===== config.mk =====
export PLATFORM = sky130hd
export DESIGN_NAME = arpc_cell
export DESIGN_NICKNAME = d
export VERILOG_FILES = /design/src/rtl/arpc_pkg.sv /design/src/rtl/arpc_cell.sv
export SDC_FILE = /design/constraint.sdc
export NUM_CORES = 1
export LEC_CHECK = 0
export BUFFER_PORTS_ARGS = -buffer_cell sky130_fd_sc_hd__buf_4
export CORE_UTILIZATION = 40
export CTS_CLUSTER_DIAMETER = 200
export DETAILED_ROUTE_END_ITERATION = 8
export GPL_TIMING_DRIVEN = 0
export PLACE_DENSITY = 0.72
export SLEW_MARGIN = 20
export SYNTH_ARGS = -nofsm -noshare
export SYNTH_HDL_FRONTEND = slang
export SYNTH_SLANG_ARGS = --single-unit

===== constraint.sdc =====
create_clock -name clk -period 2.6 [get_ports clk]
set_input_delay 0.52 -clock clk [delete_from_list [all_inputs] [get_ports clk]]
set_output_delay 0.52 -clock clk [all_outputs]
set_load 0.05 [all_outputs]

===== src/rtl/arpc_pkg.sv =====
// arpc_pkg: shared types, widths and protocol constants of the ARP responder and cache
package arpc_pkg;

	localparam int CACHE_DEPTH_DEF = 128;
	localparam int MAC_W           = 48;
	localparam int IP_W            = 32;
	localparam int CFG_W           = 48;
	localparam int REG_IDX_W       = 1;
	localparam int OUTC_W          = 3;

	// register indexes of the configuration port
	localparam logic [REG_IDX_W-1:0] REG_OWN_IP  = 1'b0;
	localparam logic [REG_IDX_W-1:0] REG_OWN_MAC = 1'b1;

	// header field values, network order
	localparam logic [10:0] MIN_PKT_LEN = 11'd28;
	localparam logic [15:0] HTYPE_ETH   = 16'h0001;
	localparam logic [15:0] PTYPE_IPV4  = 16'h0800;
	localparam logic [7:0]  HLEN_ETH    = 8'd6;
	localparam logic [7:0]  PLEN_IPV4   = 8'd4;
	localparam logic [15:0] OP_REQUEST  = 16'd1;
	localparam logic [15:0] OP_REPLY    = 16'd2;

	// outcome codes
	localparam logic [OUTC_W-1:0] OUTC_DROPPED    = 3'd0;
	localparam logic [OUTC_W-1:0] OUTC_REPLY      = 3'd1;
	localparam logic [OUTC_W-1:0] OUTC_LEARNED    = 3'd2;
	localparam logic [OUTC_W-1:0] OUTC_NOT_STORED = 3'd3;
	localparam logic [OUTC_W-1:0] OUTC_HIT        = 3'd4;
	localparam logic [OUTC_W-1:0] OUTC_MISS       = 3'd5;

	typedef struct packed {
		logic              mode;
		logic [10:0]       packet_length;
		logic [15:0]       hw_type;
		logic [15:0]       protocol_type;
		logic [7:0]        hw_addr_len;
		logic [7:0]        proto_addr_len;
		logic [15:0]       opcode;
		logic [MAC_W-1:0]  sender_mac;
		logic [IP_W-1:0]   sender_ip;
		logic [MAC_W-1:0]  target_mac;
		logic [IP_W-1:0]   target_ip;
		logic [IP_W-1:0]   query_ip;
	} arpc_in_t;

	typedef struct packed {
		logic [OUTC_W-1:0] outcome;
		logic [MAC_W-1:0]  reply_target_mac;
		logic [IP_W-1:0]   reply_target_ip;
		logic [MAC_W-1:0]  reply_sender_mac;
		logic [IP_W-1:0]   reply_sender_ip;
		logic [MAC_W-1:0]  found_mac;
	} arpc_out_t;

	// packet decision handed from the receive checker to the top level
	typedef struct packed {
		logic      learn;
		arpc_out_t res;
	} arpc_rx_t;

	// lookup token passed along the row of cache cells
	typedef struct packed {
		logic             valid;
		logic             hit;
		logic [MAC_W-1:0] mac;
	} arpc_tok_t;

endpackage


===== src/rtl/arpc_cell.sv =====
// arpc_cell: one cache entry and one stage of the lookup token chain
module arpc_cell #(
	parameter int INDEX = 0,
	parameter int CNT_W = 8
) (
	input  logic                       clk,
	input  logic                       arst_n,
	input  logic                       learn,
	input  logic [CNT_W-1:0]           count,
	input  logic [arpc_pkg::IP_W-1:0]  wr_ip,
	input  logic [arpc_pkg::MAC_W-1:0] wr_mac,
	input  logic [arpc_pkg::IP_W-1:0]  query_ip,
	input  arpc_pkg::arpc_tok_t        tok_in,
	output arpc_pkg::arpc_tok_t        tok_out
);
	import arpc_pkg::*;

	logic [IP_W-1:0]  ip_q;
	logic [MAC_W-1:0] mac_q;
	logic             valid_q;
	logic             hit_q;
	logic [MAC_W-1:0] tmac_q;
	logic             in_range;
	logic             match;

	assign in_range = CNT_W'(INDEX) < count;
	assign match    = tok_in.valid && !tok_in.hit && in_range && (ip_q == query_ip);

	// entry store, filled when this cell is the next free slot
	always_ff @(posedge clk) begin
		if (learn && (count == CNT_W'(INDEX))) begin
			ip_q  <= wr_ip;
			mac_q <= wr_mac;
		end
	end

	always_ff @(posedge clk or negedge arst_n) begin
		if (!arst_n) begin
			valid_q <= 1'b0;
		end else begin
			valid_q <= tok_in.valid;
		end
	end

	always_ff @(posedge clk) begin
		hit_q  <= tok_in.hit || match;
		tmac_q <= match ? mac_q : tok_in.mac;
	end

	assign tok_out = '{valid: valid_q, hit: hit_q, mac: tmac_q};

endmodule


# Word-level counts from Yosys, hierarchy flattened
# Cells that the tools add are included.
[classes]
magnitude_cmp = 1
eq_ne = 1
mux = 1
reduce_logical = 7
[ops]
columns = ["op", "count"]
rows = [
  ["48-bit two-way mux", 1],
  ["32-bit equality test", 1],
  ["8-bit zero test", 1],
  ["1-bit by 8-bit < comparator with 1-bit output, first input constant", 1],
  ["1-bit logical AND", 4],
  ["1-bit zero test", 1],
  ["1-bit logical OR", 1],
]
[word_totals]
regBits = 130
in_bits = 173

# Logic depth before layout (Yosys ltp)
[depth]
depth_word = 5
depth_mapped = 7

# Worst setup path before layout
# No wires, ideal clock.
[synth_path]
path_kind = "input port to flip-flop"
startpoint = "in count[1]"
endpoint = "reg ip_q[0], enable pin"
setup_ns = 0.448
t_arrival_ns = 2.797
t_required_ns = 2.152
path_slack_ns = -0.645
path_stages = 2
path_buffers = 0
path_cell_list = "nor4_1 and3_1"
[synth_via]
elab_chain_len = 2
[synth_lines]
columns = ["element", "line_no", "text"]
rows = [
  ["start, declared", "arpc_cell.sv:9", "input logic [CNT_W-1:0] count,"],
  ["8-bit zero test", "arpc_cell.sv:31", "if (learn && (count == CNT_W'(INDEX))) begin"],
  ["1-bit logical AND", "arpc_cell.sv:31", ""],
  ["end signal, assigned", "arpc_cell.sv:32", "ip_q <= wr_ip;"],
  ["end, declared", "arpc_cell.sv:18", "logic [IP_W-1:0] ip_q;"],
]
# Every way passes these cells.
# A chain may end at the register's enable or synchronous reset.

# Worst setup path in the final report
[layout_path]
startpoint = "reg ip_q[16]"
endpoint = "reg tmac_q[42]"
[layout_via]
elab_chain_len = 3
[layout_lines]
columns = ["element", "line_no", "text"]
rows = [
  ["32-bit equality test", "arpc_cell.sv:27", "assign match = tok_in.valid && !tok_in.hit && in_range && (ip_q == query_ip);"],
  ["1-bit logical AND", "arpc_cell.sv:27", ""],
  ["48-bit two-way mux", "arpc_cell.sv:47", "tmac_q <= match ? mac_q : tok_in.mac;"],
  ["end signal, assigned", "arpc_cell.sv:47", ""],
  ["end, declared", "arpc_cell.sv:22", "logic [MAC_W-1:0] tmac_q;"],
]
# Every way passes these cells.

==> results by group <==
Synthesis
  – Area leader, netlist: edfxtp_1
  – Syn Std Cell Area: 0.00441 mm²
  – Top-count cell post-synth: edfxtp_1
  – Post-synthesis cell type count: 18
  – Post-Synthesis Cells: ~230
  – Post-synth ARST share: 0.769%
  – Post-Syn Area per Cell: 18.8 µm²
  – Top FF cell, synth: edfxtp_1
  – Largest family of logic cells by synthesized area: multiplexers
  – Synth Warn #: 0
  – Post-synthesis simple-gate area fraction: 2.70%
  – Post-Syn Nets: 407
  – Synth top cells by count: edfxtp_1, dfxtp_1, mux2_2
  – Post-synthesis xor/xnor area fraction: 6.36%
  – Area share of fa/ha/maj cells after synthesis: 0%
  – Flops & latches, synth: 130
  – Post-synthesis sequential area ratio: 77.3%
  – Synth area leaders: edfxtp_1, dfxtp_1, mux2_2, xor2_1, mux2_1
  – Compound-Gate Fraction of Synth Area: 0%
  – Top cell type's share of synthesized area: 54.5%
  – Mux cell area share after synthesis: 12.3%
  – Number of synthesized flops with an enable pin: 80

Critical path
  – R2r startpoint: ip_q[16]
  – Peak fanout along the critical path: 10
  – CP arrival: 2.73 ns
  – CP Class: register to register
  – Crit path top cell by count: buf_6
  – CP endpoint kind: register
  – R2R Path End: tmac_q[42]
  – Startpoint Class: register
  – WP data required: ~3 ns
  – CP max stage delay: between 0.4 and 0.5 ns
  – Reg2reg path depth: 7
  – Sequence of cells on the critical path: xor2_1, nor4_1, nand3_1, nor4_4, buf_6, buf_6, mux2_1
  – Worst path depth: 7
  – Worst path slowest cell: nor4_4
  – Worst Setup SP: ip_q[16]
  – R2r setup slk: 0.26 ns
  – Crit path buf inv count: 2
  – Worst Setup EP: tmac_q[42]
  – Family with the most delay on the worst path: simple AND/OR/NAND/NOR gates

Detailed routing
  – Vias per inst: roughly 4.5
  – Total via count in the routed design: 2,828
  – Pre-Repair DR Iteration Count: 4
  – WL/cell: 15.7 µm
  – Initial DRC Count: 81
  – Detailed Route WL: 9.81 mm
  – DRT antenna net count: 0
  – Post-route DRC: 0

Global route
  – Antenna violations before repair: 0
  – GR Util met1: 18.1%
  – GR Util All Layers: roughly 18%
  – Vias in the first global route: 3,053
  – Gr ovfl total: 0
  – Met3 usage: 8.69%
  – Global routing's busiest layer: met2
  – First-pass GRT wire length: 14.7 mm
  – M2 GR Usage: 30.6%
  – Largest net degree at the start of global routing: 52

Pwr
  – Total power: around 5 mW
  – Net Sw Frac: 21.7%
  – Clock power share: 46.2%
  – Pwr dens: 734 mW/mm²
  – Flop pwr share: roughly 44%
  – Net Switching: 1.09 mW
  – Worst vdd ir: 498 µV
  – Int Power: ~4 mW
  – Leakage power: 2.89 nW
  – Comb pwr share: 9.4%

Min path
  – Worst Hold Class: input port to register
  – Hold Path Origin: tok_in[49]

Timing
  – Max Fclk: 427 MHz
  – Min Hold Slack: 0.137 ns
  – Max-slew violation count: 0
  – Worst-Margin Slew: 0.458 ns
  – Fin crit period: 2.34 ns
  – Setup Viol. Count Final: 0
  – Slew headroom: 69.5%
  – Fin crit share: between 90% and 100%
  – RSZ-0062 raised after global routing: false
  – Final hold vios: 0
  – Worst clock skew: 0.00634 ns

CTS
  – # H-tree levels: 4
  – Total CTS buffers: 17
  – CTS tree: done
  – Post-CTS setup buffers: 0
  – Worst skew pair latency: roughly 0.5 ns
  – Clk buf depth: 2
  – Clock slew at reported path FFs: 0.06 ns
  – Root Driver: clkbuf_8
  – Post_cts resized: 0
  – CTS sink count: 130

Cells and area
  – Layout Cells excl Fill: 626
  – Finished Core Util: 65.5%
  – Final net count: 650
  – Area delta synth->final: 56.1%
  – Ant diodes: 0
  – Share of cells above drive strength 1: between 60% and 70%
  – Post-route cell area: 0.00688 mm²

Floorplanning
  – # IOs: 223
  – Core area: 0.0105 mm²
  – Rows: 37
  – Die H: 107 µm
  – Total die area: 0.0114 mm²
  – DIE WIDTH: approximately 110 µm
  – Starting density of the core: about two fifths

Placement
  – Detailed-placement wirelength estimate: 7.42 mm
  – Dpl cell area: 0.00628 mm²
  – GPL Wtd Cong: 0.772
  – Buffers on Ports: about 220
  – Placed cell count: between 500 and 600

Outcome
  – Status: finished, final reports clean

Run
  – Max-cap check violation count: 0
==> through the flow <==
stage	worst slack (ns)	TNS, ns
CTS	0.152	0
global route	0.0546	0
finish	0.260	0
floorplan	0.260	0
global placement	-0.381	-30.92
detailed placement	-0.0880	-0.613
==> worst min-delay path by stage <==
stage / depth (start not counted) / slack (ns) / to
6_report: 1 / 0.14 / valid_q
2_1_floorplan: 0 / 0.22 / valid_q
3_3_place_gp: 1 / 0.30 / valid_q
3_5_place_dp: 1 / 0.30 / valid_q
4_1_cts: 1 / 0.11 / valid_q
5_1_grt: 1 / 0.11 / valid_q
==> sequential cells by signal, summed over array words and instances (netlist names) <==
signal,cells
hit_q,1
ip_q,32
mac_q,48
tmac_q,48
valid_q,1
==> cells in the final DEF (no fill, tap or decap), types with 3 or more instances in the layout <==
cell type / n
buf_4: 227
edfxtp_1: 80
dfxtp_1: 49
mux2_2: 39
xor2_1: 27
clkbuf_16: 16
mux2_1: 9
nor4_1: 8
xnor2_1: 5
clkbuf_8: 5
clkinv_4: 3
clkinv_2: 3
==> worst reg2reg max path: cells and delay by family, from the launching register on <==
kind          cells  cell delay (ns)
xor+xnor          1             0.16
mux               1             0.34
buf+inv           2             0.40
flops             1             0.39
simple gates      3             0.95
==> cell families (layout without fill, tap and decap cells) <==
family,Yosys count,in the layout
flops,130,130
mux,48,48
xor+xnor,32,32
simple gates,17,17
buf+inv,7,263
==> routing by layer <==
metal | part of all wire, % | vias up
met5 | 0 | -
met4 | 2.0 | 0
met3 | 11 | 18
met2 | 53 | 141
met1 | 34 | 1317
li1 | - | 1352
==> cell type report <==
type	count	area, µm²
Clock buffer	21	469
Tap cell	136	170
Timing Repair Buffer	224	1700
Fill cell	774	3630
Sequential cell	130	3410
Clock inverter	11	125
Multi-Input combinational cell	97	945
Buffer	7	60.1
==> what timing repair did <==
item | CTS | global route
hold buffers | 1 | 0
endpoints found under the hold margin | 1 | 0
setup endpoints to repair | 0 | 0
==> power by group through the flow <==
stage,clock network (mW),registers [mW],logic (mW)
floorplan,0,2.43,0.0610
global placement,0,2.28,0.468
detailed placement,0,2.29,0.479
CTS,2.38,2.24,0.482
global route,2.48,2.24,0.502
finish,2.33,2.24,0.477
Note: power is estimated with default switching activity, not from simulation.
