[config.mk]
export PLATFORM = sky130hd
export DESIGN_NAME = arpc_rx
export DESIGN_NICKNAME = d
export VERILOG_FILES = /design/src/rtl/arpc_pkg.sv /design/src/rtl/arpc_rx.sv
export SDC_FILE = /design/constraint.sdc
export NUM_CORES = 1
export LEC_CHECK = 0
export BUFFER_PORTS_ARGS = -buffer_cell sky130_fd_sc_hd__buf_2
export CAP_MARGIN = 20
export CORE_AREA = 2 2 217 219
export DETAILED_ROUTE_END_ITERATION = 6
export DIE_AREA = 0 0 219 221
export PLACE_DENSITY_LB_ADDON = 0.05
export SKIP_LAST_GASP = 1
export SYNTH_ARGS = -nofsm -noshare
export SYNTH_HDL_FRONTEND = slang
export SYNTH_SLANG_ARGS = --single-unit
[constraint.sdc]
create_clock -name vclk -period 9.73
set_input_delay 2.4325 -clock vclk [all_inputs]
set_output_delay 2.4325 -clock vclk [all_outputs]
set_load 0.005 [all_outputs]
[src/rtl/arpc_pkg.sv]
// arpc_pkg: shared types, widths and protocol constants of the ARP responder and cache
package arpc_pkg;

	localparam int CACHE_DEPTH_DEF = 128;
	localparam int MAC_W           = 48;
	localparam int IP_W            = 32;
	localparam int CFG_W           = 48;
	localparam int REG_IDX_W       = 1;
	localparam int OUTC_W          = 3;

	// register indexes of the configuration port
	localparam logic [REG_IDX_W-1:0] REG_OWN_IP  = 1'b0;
	localparam logic [REG_IDX_W-1:0] REG_OWN_MAC = 1'b1;

	// header field values, network order
	localparam logic [10:0] MIN_PKT_LEN = 11'd28;
	localparam logic [15:0] HTYPE_ETH   = 16'h0001;
	localparam logic [15:0] PTYPE_IPV4  = 16'h0800;
	localparam logic [7:0]  HLEN_ETH    = 8'd6;
	localparam logic [7:0]  PLEN_IPV4   = 8'd4;
	localparam logic [15:0] OP_REQUEST  = 16'd1;
	localparam logic [15:0] OP_REPLY    = 16'd2;

	// outcome codes
	localparam logic [OUTC_W-1:0] OUTC_DROPPED    = 3'd0;
	localparam logic [OUTC_W-1:0] OUTC_REPLY      = 3'd1;
	localparam logic [OUTC_W-1:0] OUTC_LEARNED    = 3'd2;
	localparam logic [OUTC_W-1:0] OUTC_NOT_STORED = 3'd3;
	localparam logic [OUTC_W-1:0] OUTC_HIT        = 3'd4;
	localparam logic [OUTC_W-1:0] OUTC_MISS       = 3'd5;

	typedef struct packed {
		logic              mode;
		logic [10:0]       packet_length;
		logic [15:0]       hw_type;
		logic [15:0]       protocol_type;
		logic [7:0]        hw_addr_len;
		logic [7:0]        proto_addr_len;
		logic [15:0]       opcode;
		logic [MAC_W-1:0]  sender_mac;
		logic [IP_W-1:0]   sender_ip;
		logic [MAC_W-1:0]  target_mac;
		logic [IP_W-1:0]   target_ip;
		logic [IP_W-1:0]   query_ip;
	} arpc_in_t;

	typedef struct packed {
		logic [OUTC_W-1:0] outcome;
		logic [MAC_W-1:0]  reply_target_mac;
		logic [IP_W-1:0]   reply_target_ip;
		logic [MAC_W-1:0]  reply_sender_mac;
		logic [IP_W-1:0]   reply_sender_ip;
		logic [MAC_W-1:0]  found_mac;
	} arpc_out_t;

	// packet decision handed from the receive checker to the top level
	typedef struct packed {
		logic      learn;
		arpc_out_t res;
	} arpc_rx_t;

	// lookup token passed along the row of cache cells
	typedef struct packed {
		logic             valid;
		logic             hit;
		logic [MAC_W-1:0] mac;
	} arpc_tok_t;

endpackage

[src/rtl/arpc_rx.sv]
// arpc_rx: header checks and reply or learn decision for a received ARP packet
module arpc_rx (
	input  arpc_pkg::arpc_in_t        item,
	input  logic [arpc_pkg::IP_W-1:0]  own_ip,
	input  logic [arpc_pkg::MAC_W-1:0] own_mac,
	input  logic                       full,
	output arpc_pkg::arpc_rx_t         rx
);
	import arpc_pkg::*;

	logic hdr_ok;

	assign hdr_ok = (item.packet_length >= MIN_PKT_LEN)
		&& (item.hw_type == HTYPE_ETH)
		&& (item.protocol_type == PTYPE_IPV4)
		&& (item.hw_addr_len == HLEN_ETH)
		&& (item.proto_addr_len == PLEN_IPV4)
		&& (item.target_ip == own_ip);

	always_comb begin
		rx = '0;
		rx.res.outcome = OUTC_DROPPED;
		if (hdr_ok) begin
			if (item.opcode == OP_REQUEST) begin
				rx.res.outcome          = OUTC_REPLY;
				rx.res.reply_target_mac = item.sender_mac;
				rx.res.reply_target_ip  = item.sender_ip;
				rx.res.reply_sender_mac = own_mac;
				rx.res.reply_sender_ip  = own_ip;
			end else if (item.opcode == OP_REPLY) begin
				if (full) begin
					rx.res.outcome = OUTC_NOT_STORED;
				end else begin
					rx.res.outcome = OUTC_LEARNED;
					rx.learn       = 1'b1;
				end
			end
		end
	end

endmodule

# Word level (Yosys, flattened, before mapping)
# Cells that the tools add are included.
# classes
order_cmp	1
n_eq_ne	7
mux	7
reduce_logical	5
# ops
operator	count
2-to-1 mux 164 bit	1
2-to-1 mux 160 bit	1
equality test 16 x 1 -> 1 bit (second input constant)	2
equality test 32 bit	1
equality test 16 x 12 -> 1 bit (second input constant)	1
equality test 16 x 2 -> 1 bit (second input constant)	1
equality test 8 x 3 -> 1 bit (second input constant)	2
>= comparator 11 x 5 -> 1 bit (second input constant)	1
logical AND 1 bit	5
2-to-1 mux 4 bit	1
2-to-1 mux 1 bit	3
2-to-1 mux 3 bit	1
# word_totals
register_bits	0
input_bits	349
out_inout_bits	212
wordCells	20

# Depth between registers and ports, before layout
# Gate-level depths: netlist (run 1).
# depth
ltp_word	7
ltp_mapped	7
depth_no_buf	5

# Worst setup path before layout (run 1)
# Ideal clock, no wire load.
# synth_timing
path_kind	input to output
start	input port item[239] (netlist bit)
end	output port rx[100] (netlist bit)
t_arrival_ns	4.300
required_ns	7.298
slack_ns	2.997
path_stages	7
n_path_buf	2
cell_sequence	or4_1 > nor4_2 > nand4_1 > nor4_4 > buf_6 > buf_8 > and4_1
# synth_rtl
element	line	rtl
start, declared	arpc_rx.sv:3	input arpc_pkg::arpc_in_t item,
end, declared	arpc_rx.sv:7	output arpc_pkg::arpc_rx_t rx

==> results of run 1 <==
power by group through the flow:
stage	Clock [uW]	Combinational (uW)	Sequential [uW]
CTS	0	88.7	0
global route	0.0000275	97.2	0
global placement	0	89.0	0
detailed placement	0	88.2	0
floorplan	0	37.5	0
finish	0.0000275	85.6	0
final cells by class:
class / instances / share of cell area
diodes: 4 / 0.00194
multi-input cells: 284 / 0.423
well taps: 607 / 0.148
repair buffers: 436 / 0.427
per-stage QoR:
step,instances,power (uW),hold slack [ns],area (um^2)
after floorplan,385,37.5,5.00,2820
after global placement,1327,89.0,5.18,5140
after detailed placement,1327,88.2,5.18,5140
after CTS,1327,88.7,5.18,5140
after global routing,1329,97.2,5.20,5140
final,1331,85.6,5.18,5150
Yosys cell counts:
library cell  count
buf_8             7
nand3_1           3
a21oi_1           1
and4b_2           1
nand4_1           6
nor2b_1           2
nand2_1           1
nor4_4            1
and4_1          158
and3_1            1
nor3_2            1
conb_1            1
nor2_1            2
buf_6             1
nor4b_1           3
nor4_1           18
nor4_2            1
or4_1             1
buf_4            49
xnor2_1           4
clkbuf_1         44
and4_2            2
xor2_1           28
and3b_1           1
how the worst max path moves through the flow:
stage,startpoint,end,slack (ns),cells past startpoint
global placement,item[239],rx[175],1.96,8
floorplan,item[239],rx[100],3.00,7
global route,item[239],rx[175],1.86,8
finish,item[239],rx[175],2.11,8
CTS,item[239],rx[175],1.96,8
detailed placement,item[239],rx[175],1.99,8
routing by layer:
layer	global-route usage	vias to the layer above	wire length, um
met5	0	-	0
li1	-	2043	-
met2	0.147	264	10800
met3	0.0197	2	2080
met1	0.0735	1880	6650
met4	0.00283	0	49
kinds of logic (layout without fill, tap and decap cells):
family | Yosys count | count (layout) | synth area share
compound gates | 1 | 1 | 0.00190
xor+xnor | 32 | 32 | 0.106
buf+inv | 101 | 436 | 0.246
other cells | 1 | 53 | 0.00142
simple gates | 202 | 202 | 0.644
critical path: stages:
cell and delay [ns]:
buf_2 0.09, or4_1 0.53, nor4_2 0.24, nand4_1 0.28, nor4_4 0.34, buf_4 0.66
and4_1 0.36, buf_2 0.14
==> flow_summary.yaml, run 1 <==
cts:
  cts_setup_buffers: 0
  cts.repair.resized: 0
  ctsHoldBuffers: 0
timing:
  period_minus_slack_ns: 7.62
  layout_setup_ws_ns: 2.11
  tightestPinTransition_ns: 0.854
  setup_tns_ns: 0
  period_share: 0.784
  setup_viol: 0
  rsz0062_at_grt: "no"
  hold_violations: 0
  fmax_ghz: 0.131
  slew_violations: 0
  maxSlewHeadroom: 0.431
place:
  dp_hpwl_mm: 15.9
  pre_cts_slack_ns: 1.99
  port_buffers: 429
  place.gp.congestion: 0.659
layout:
  seqCellArea_um2: 0
  flops_and_latches: 0
  final_common_cell: "buf_2"
  num-clock-buffers: 0
  final_nets: 1071
  multi_input_area_um2: 2180
  mostFrequentLayoutCells: "429 x buf_2, 158 x and4_1, 49 x conb_1"
  drive_gt1_frac: 0.615
  utilization: 0.112
  fillCellCount: 5505
  area_growth_pct: 95.4
synth:
  yosysTopAreaCell: "and4_1"
  syn_area_per_cell_um2: 7.82
  synth_top_area_share: 0.525
  synth_top_cells_by_area: "and4_1 53%, buf_4 14%, xor2_1 9.3%, clkbuf_1 6.3%, nor4_1 4.3%"
  synth_cells: 337
  ys_warn_count: 0
  ys_seq_area_frac: 0
  ys_types: 24
  post_synth_instance_area_um2: 2640
floorplanning:
  num_rows: 79
  start_util: 0.0572
  die_width_um: 219
  die_height_um: 221
  design.core.area_um2: 46100
  dieArea_um2: 48400
  ios: 561
global_route:
  grt_first_pass_wirelength_mm: 26.6
  first_global_vias: 3946
  antenna_found_initial: 2
  grt_max_degree: 89
  gr-total-overflow: 0
  grt_usage: 0.0715
power_and_ir_drop:
  netSwitchingPower_uw: 39.3
  p_per_area_nw_per_um2: 16.6
  p_sw_frac: 0.459
  seqPwrFrac: 0
  p_leak_uw: 0.00291
  vdd_drop_max_uv: 6.78
  internal_power_uw: 46.3
  clock_power_share: 0
  combPwrFrac: 1.000
setup_path:
  crit_type: "input pin to output pin"
  crit_path_end_kind: "output pin"
  crit_fanout: 88
  required_ns: 7.30
  arrival_ns: 5.19
  cp-start-kind: "input pin"
hold_path:
  min_to: "rx[112]"
  hp-class: "input pin to output pin"
  hold_depth: 3
  worstHoldStart: "own_mac[32]"
routing:
  ant_nets: 0
  drcViolationCount: 0
  viasPerCell: 3.15
  drt_iter0_markers: 79
  routed_wl_mm: 19.6
  firstDrtPassIters: 4
  vias: 4189
  wire_per_inst_um: 14.7
run:
  cap_violations: 0
run_status:
  outcome: "finished, final reports clean"
No activity file was read; power rests on OpenSTA's default activity.
==> inputs of run 2 (changes only) <==
- CORE_AREA: 2 2 217 219 -> 2 2 218 220
- DIE_AREA: 0 0 219 221 -> 0 0 220 222
- clock period: 9.73 -> 7.85 ns (I/O delays scaled with it)
==> run 2 against run 1 <==
Worst setup slack worse by 1.1 ns. Utilization hardly changed. Via count is 0.55% higher. Cell count is 0.30% lower. Combinational power is 24% higher. Total power is 24% higher. Design area is 0.19% higher. Critical endpoint is now rx[51]. Die area is 0.91% higher.
==> flow_summary.yaml, run 2 (synthesized netlist as in run 1, its figures left out) <==
run_status:
  outcome: "finished, final reports clean"
global_route:
  grt_max_degree: 88
  antenna_found_initial: 1
  grt_first_pass_wirelength_mm: 26.3
  use_met2: 0.140
  use_met3: 0.0166
  gr-total-overflow: 0
  first_global_vias: 4032
  top_usage_layer: "met2"
  grt_usage: 0.0696
  gr-usage-met1: 0.0760
layout:
  num-clock-buffers: 0
  mostFrequentLayoutCells: "429 x buf_2, 158 x and4_1, 49 x conb_1"
  seqCellArea_um2: 0
  fillCellCount: 5508
  flops_and_latches: 0
  area_growth_pct: 95.8
  final_nets: 1070
  drive_gt1_frac: 0.615
  final_common_cell: "buf_2"
routing:
  routed_wl_mm: 19.5
  firstDrtPassIters: 3
  vias: 4212
  drt_iter0_markers: 84
  drcViolationCount: 0
  ant_nets: 0
  viasPerCell: 3.17
  wire_per_inst_um: 14.7
cts:
  cts.repair.resized: 0
  ctsHoldBuffers: 0
  cts_setup_buffers: 0
setup_path:
  crit_path_end_kind: "output pin"
  arrival_ns: 4.89
  crit_type: "input pin to output pin"
  cp-start-kind: "input pin"
  required_ns: 5.89
  crit_fanout: 83
timing:
  rsz0062_at_grt: "no"
  layout_setup_ws_ns: 0.998
  period_minus_slack_ns: 6.85
  hold_violations: 0
  slew_violations: 0
  setup_tns_ns: 0
  fmax_ghz: 0.146
  tightestPinTransition_ns: 0.818
  setup_viol: 0
  maxSlewHeadroom: 0.455
  hold_ws_ns: 4.24
  period_share: 0.873
floorplanning:
  die_width_um: 220
  dieArea_um2: 48800
  design.core.area_um2: 46300
  die_height_um: 222
  start_util: 0.0570
  ios: 561
  num_rows: 79
hold_path:
  hold_depth: 3
  min_to: "rx[116]"
  worstHoldStart: "own_mac[36]"
  hp-class: "input pin to output pin"
place:
  dp_hpwl_mm: 15.8
  place.gp.congestion: 0.667
  pre_cts_slack_ns: 0.927
  port_buffers: 429
power_and_ir_drop:
  netSwitchingPower_uw: 49.3
  seqPwrFrac: 0
  vdd_drop_max_uv: 17.2
  p_per_area_nw_per_um2: 20.6
  clock_power_share: 0
  internal_power_uw: 57.0
  p_leak_uw: 0.00291
  p_sw_frac: 0.464
  combPwrFrac: 1.000
run:
  cap_violations: 0
==> run 2: worst max-delay path, stage by stage <==
cell     delay (ns)
buf_2          0.10
or4_1          0.53
nor4_2         0.67
nand4_1        0.32
nor4_4         0.47
buf_12         0.31
and4_1         0.31
buf_2          0.15
==> run 2: worst max-delay path by stage <==
stage | start | endpoint | slack [ns] | cells after the start
final | item[239] | rx[51] | 1.0 | 8
after global routing | item[239] | rx[51] | 0.91 | 8
after CTS | item[239] | rx[51] | 0.91 | 8
after detailed placement | item[239] | rx[51] | 0.93 | 8
after global placement | item[239] | rx[51] | 0.91 | 8
after floorplan | item[239] | rx[100] | 2.06 | 7
==> run 2: per-layer routing <==
layer  share of wire  up-vias
met5               0        -
met3           0.094        2
met2            0.53      252
li1                -     2031
met4          0.0022        0
met1            0.37     1927
==> run 2: layout make-up <==
class                      instances  area (um^2)  area share
tap                              607          759       0.147
timing repair buffer             435         2220       0.430
antenna                            1         2.50    0.000485
multi-input combinational        284         2180       0.423
==> run 2: through the flow <==
| step | cells | area (um^2) | total power [uW] | utilization |
|---|---|---|---|---|
| finish | 1327 | 5160 | 106 | 0.112 |
| global route | 1327 | 5160 | 120 | 0.112 |
| floorplan | 385 | 2820 | 46.4 | - |
| detailed placement | 1326 | 5160 | 108 | 0.111 |
| global placement | 1326 | 5160 | 109 | 0.111 |
| CTS | 1326 | 5160 | 109 | 0.111 |
==> run 2: power groups by stage <==
stage	clock (uW)	sequential, uW	combinational [uW]
after detailed placement	0	0	108
after global routing	0.0000170	0	120
after CTS	0	0	109
after floorplan	0	0	46.4
final	0.0000170	0	106
after global placement	0	0	109
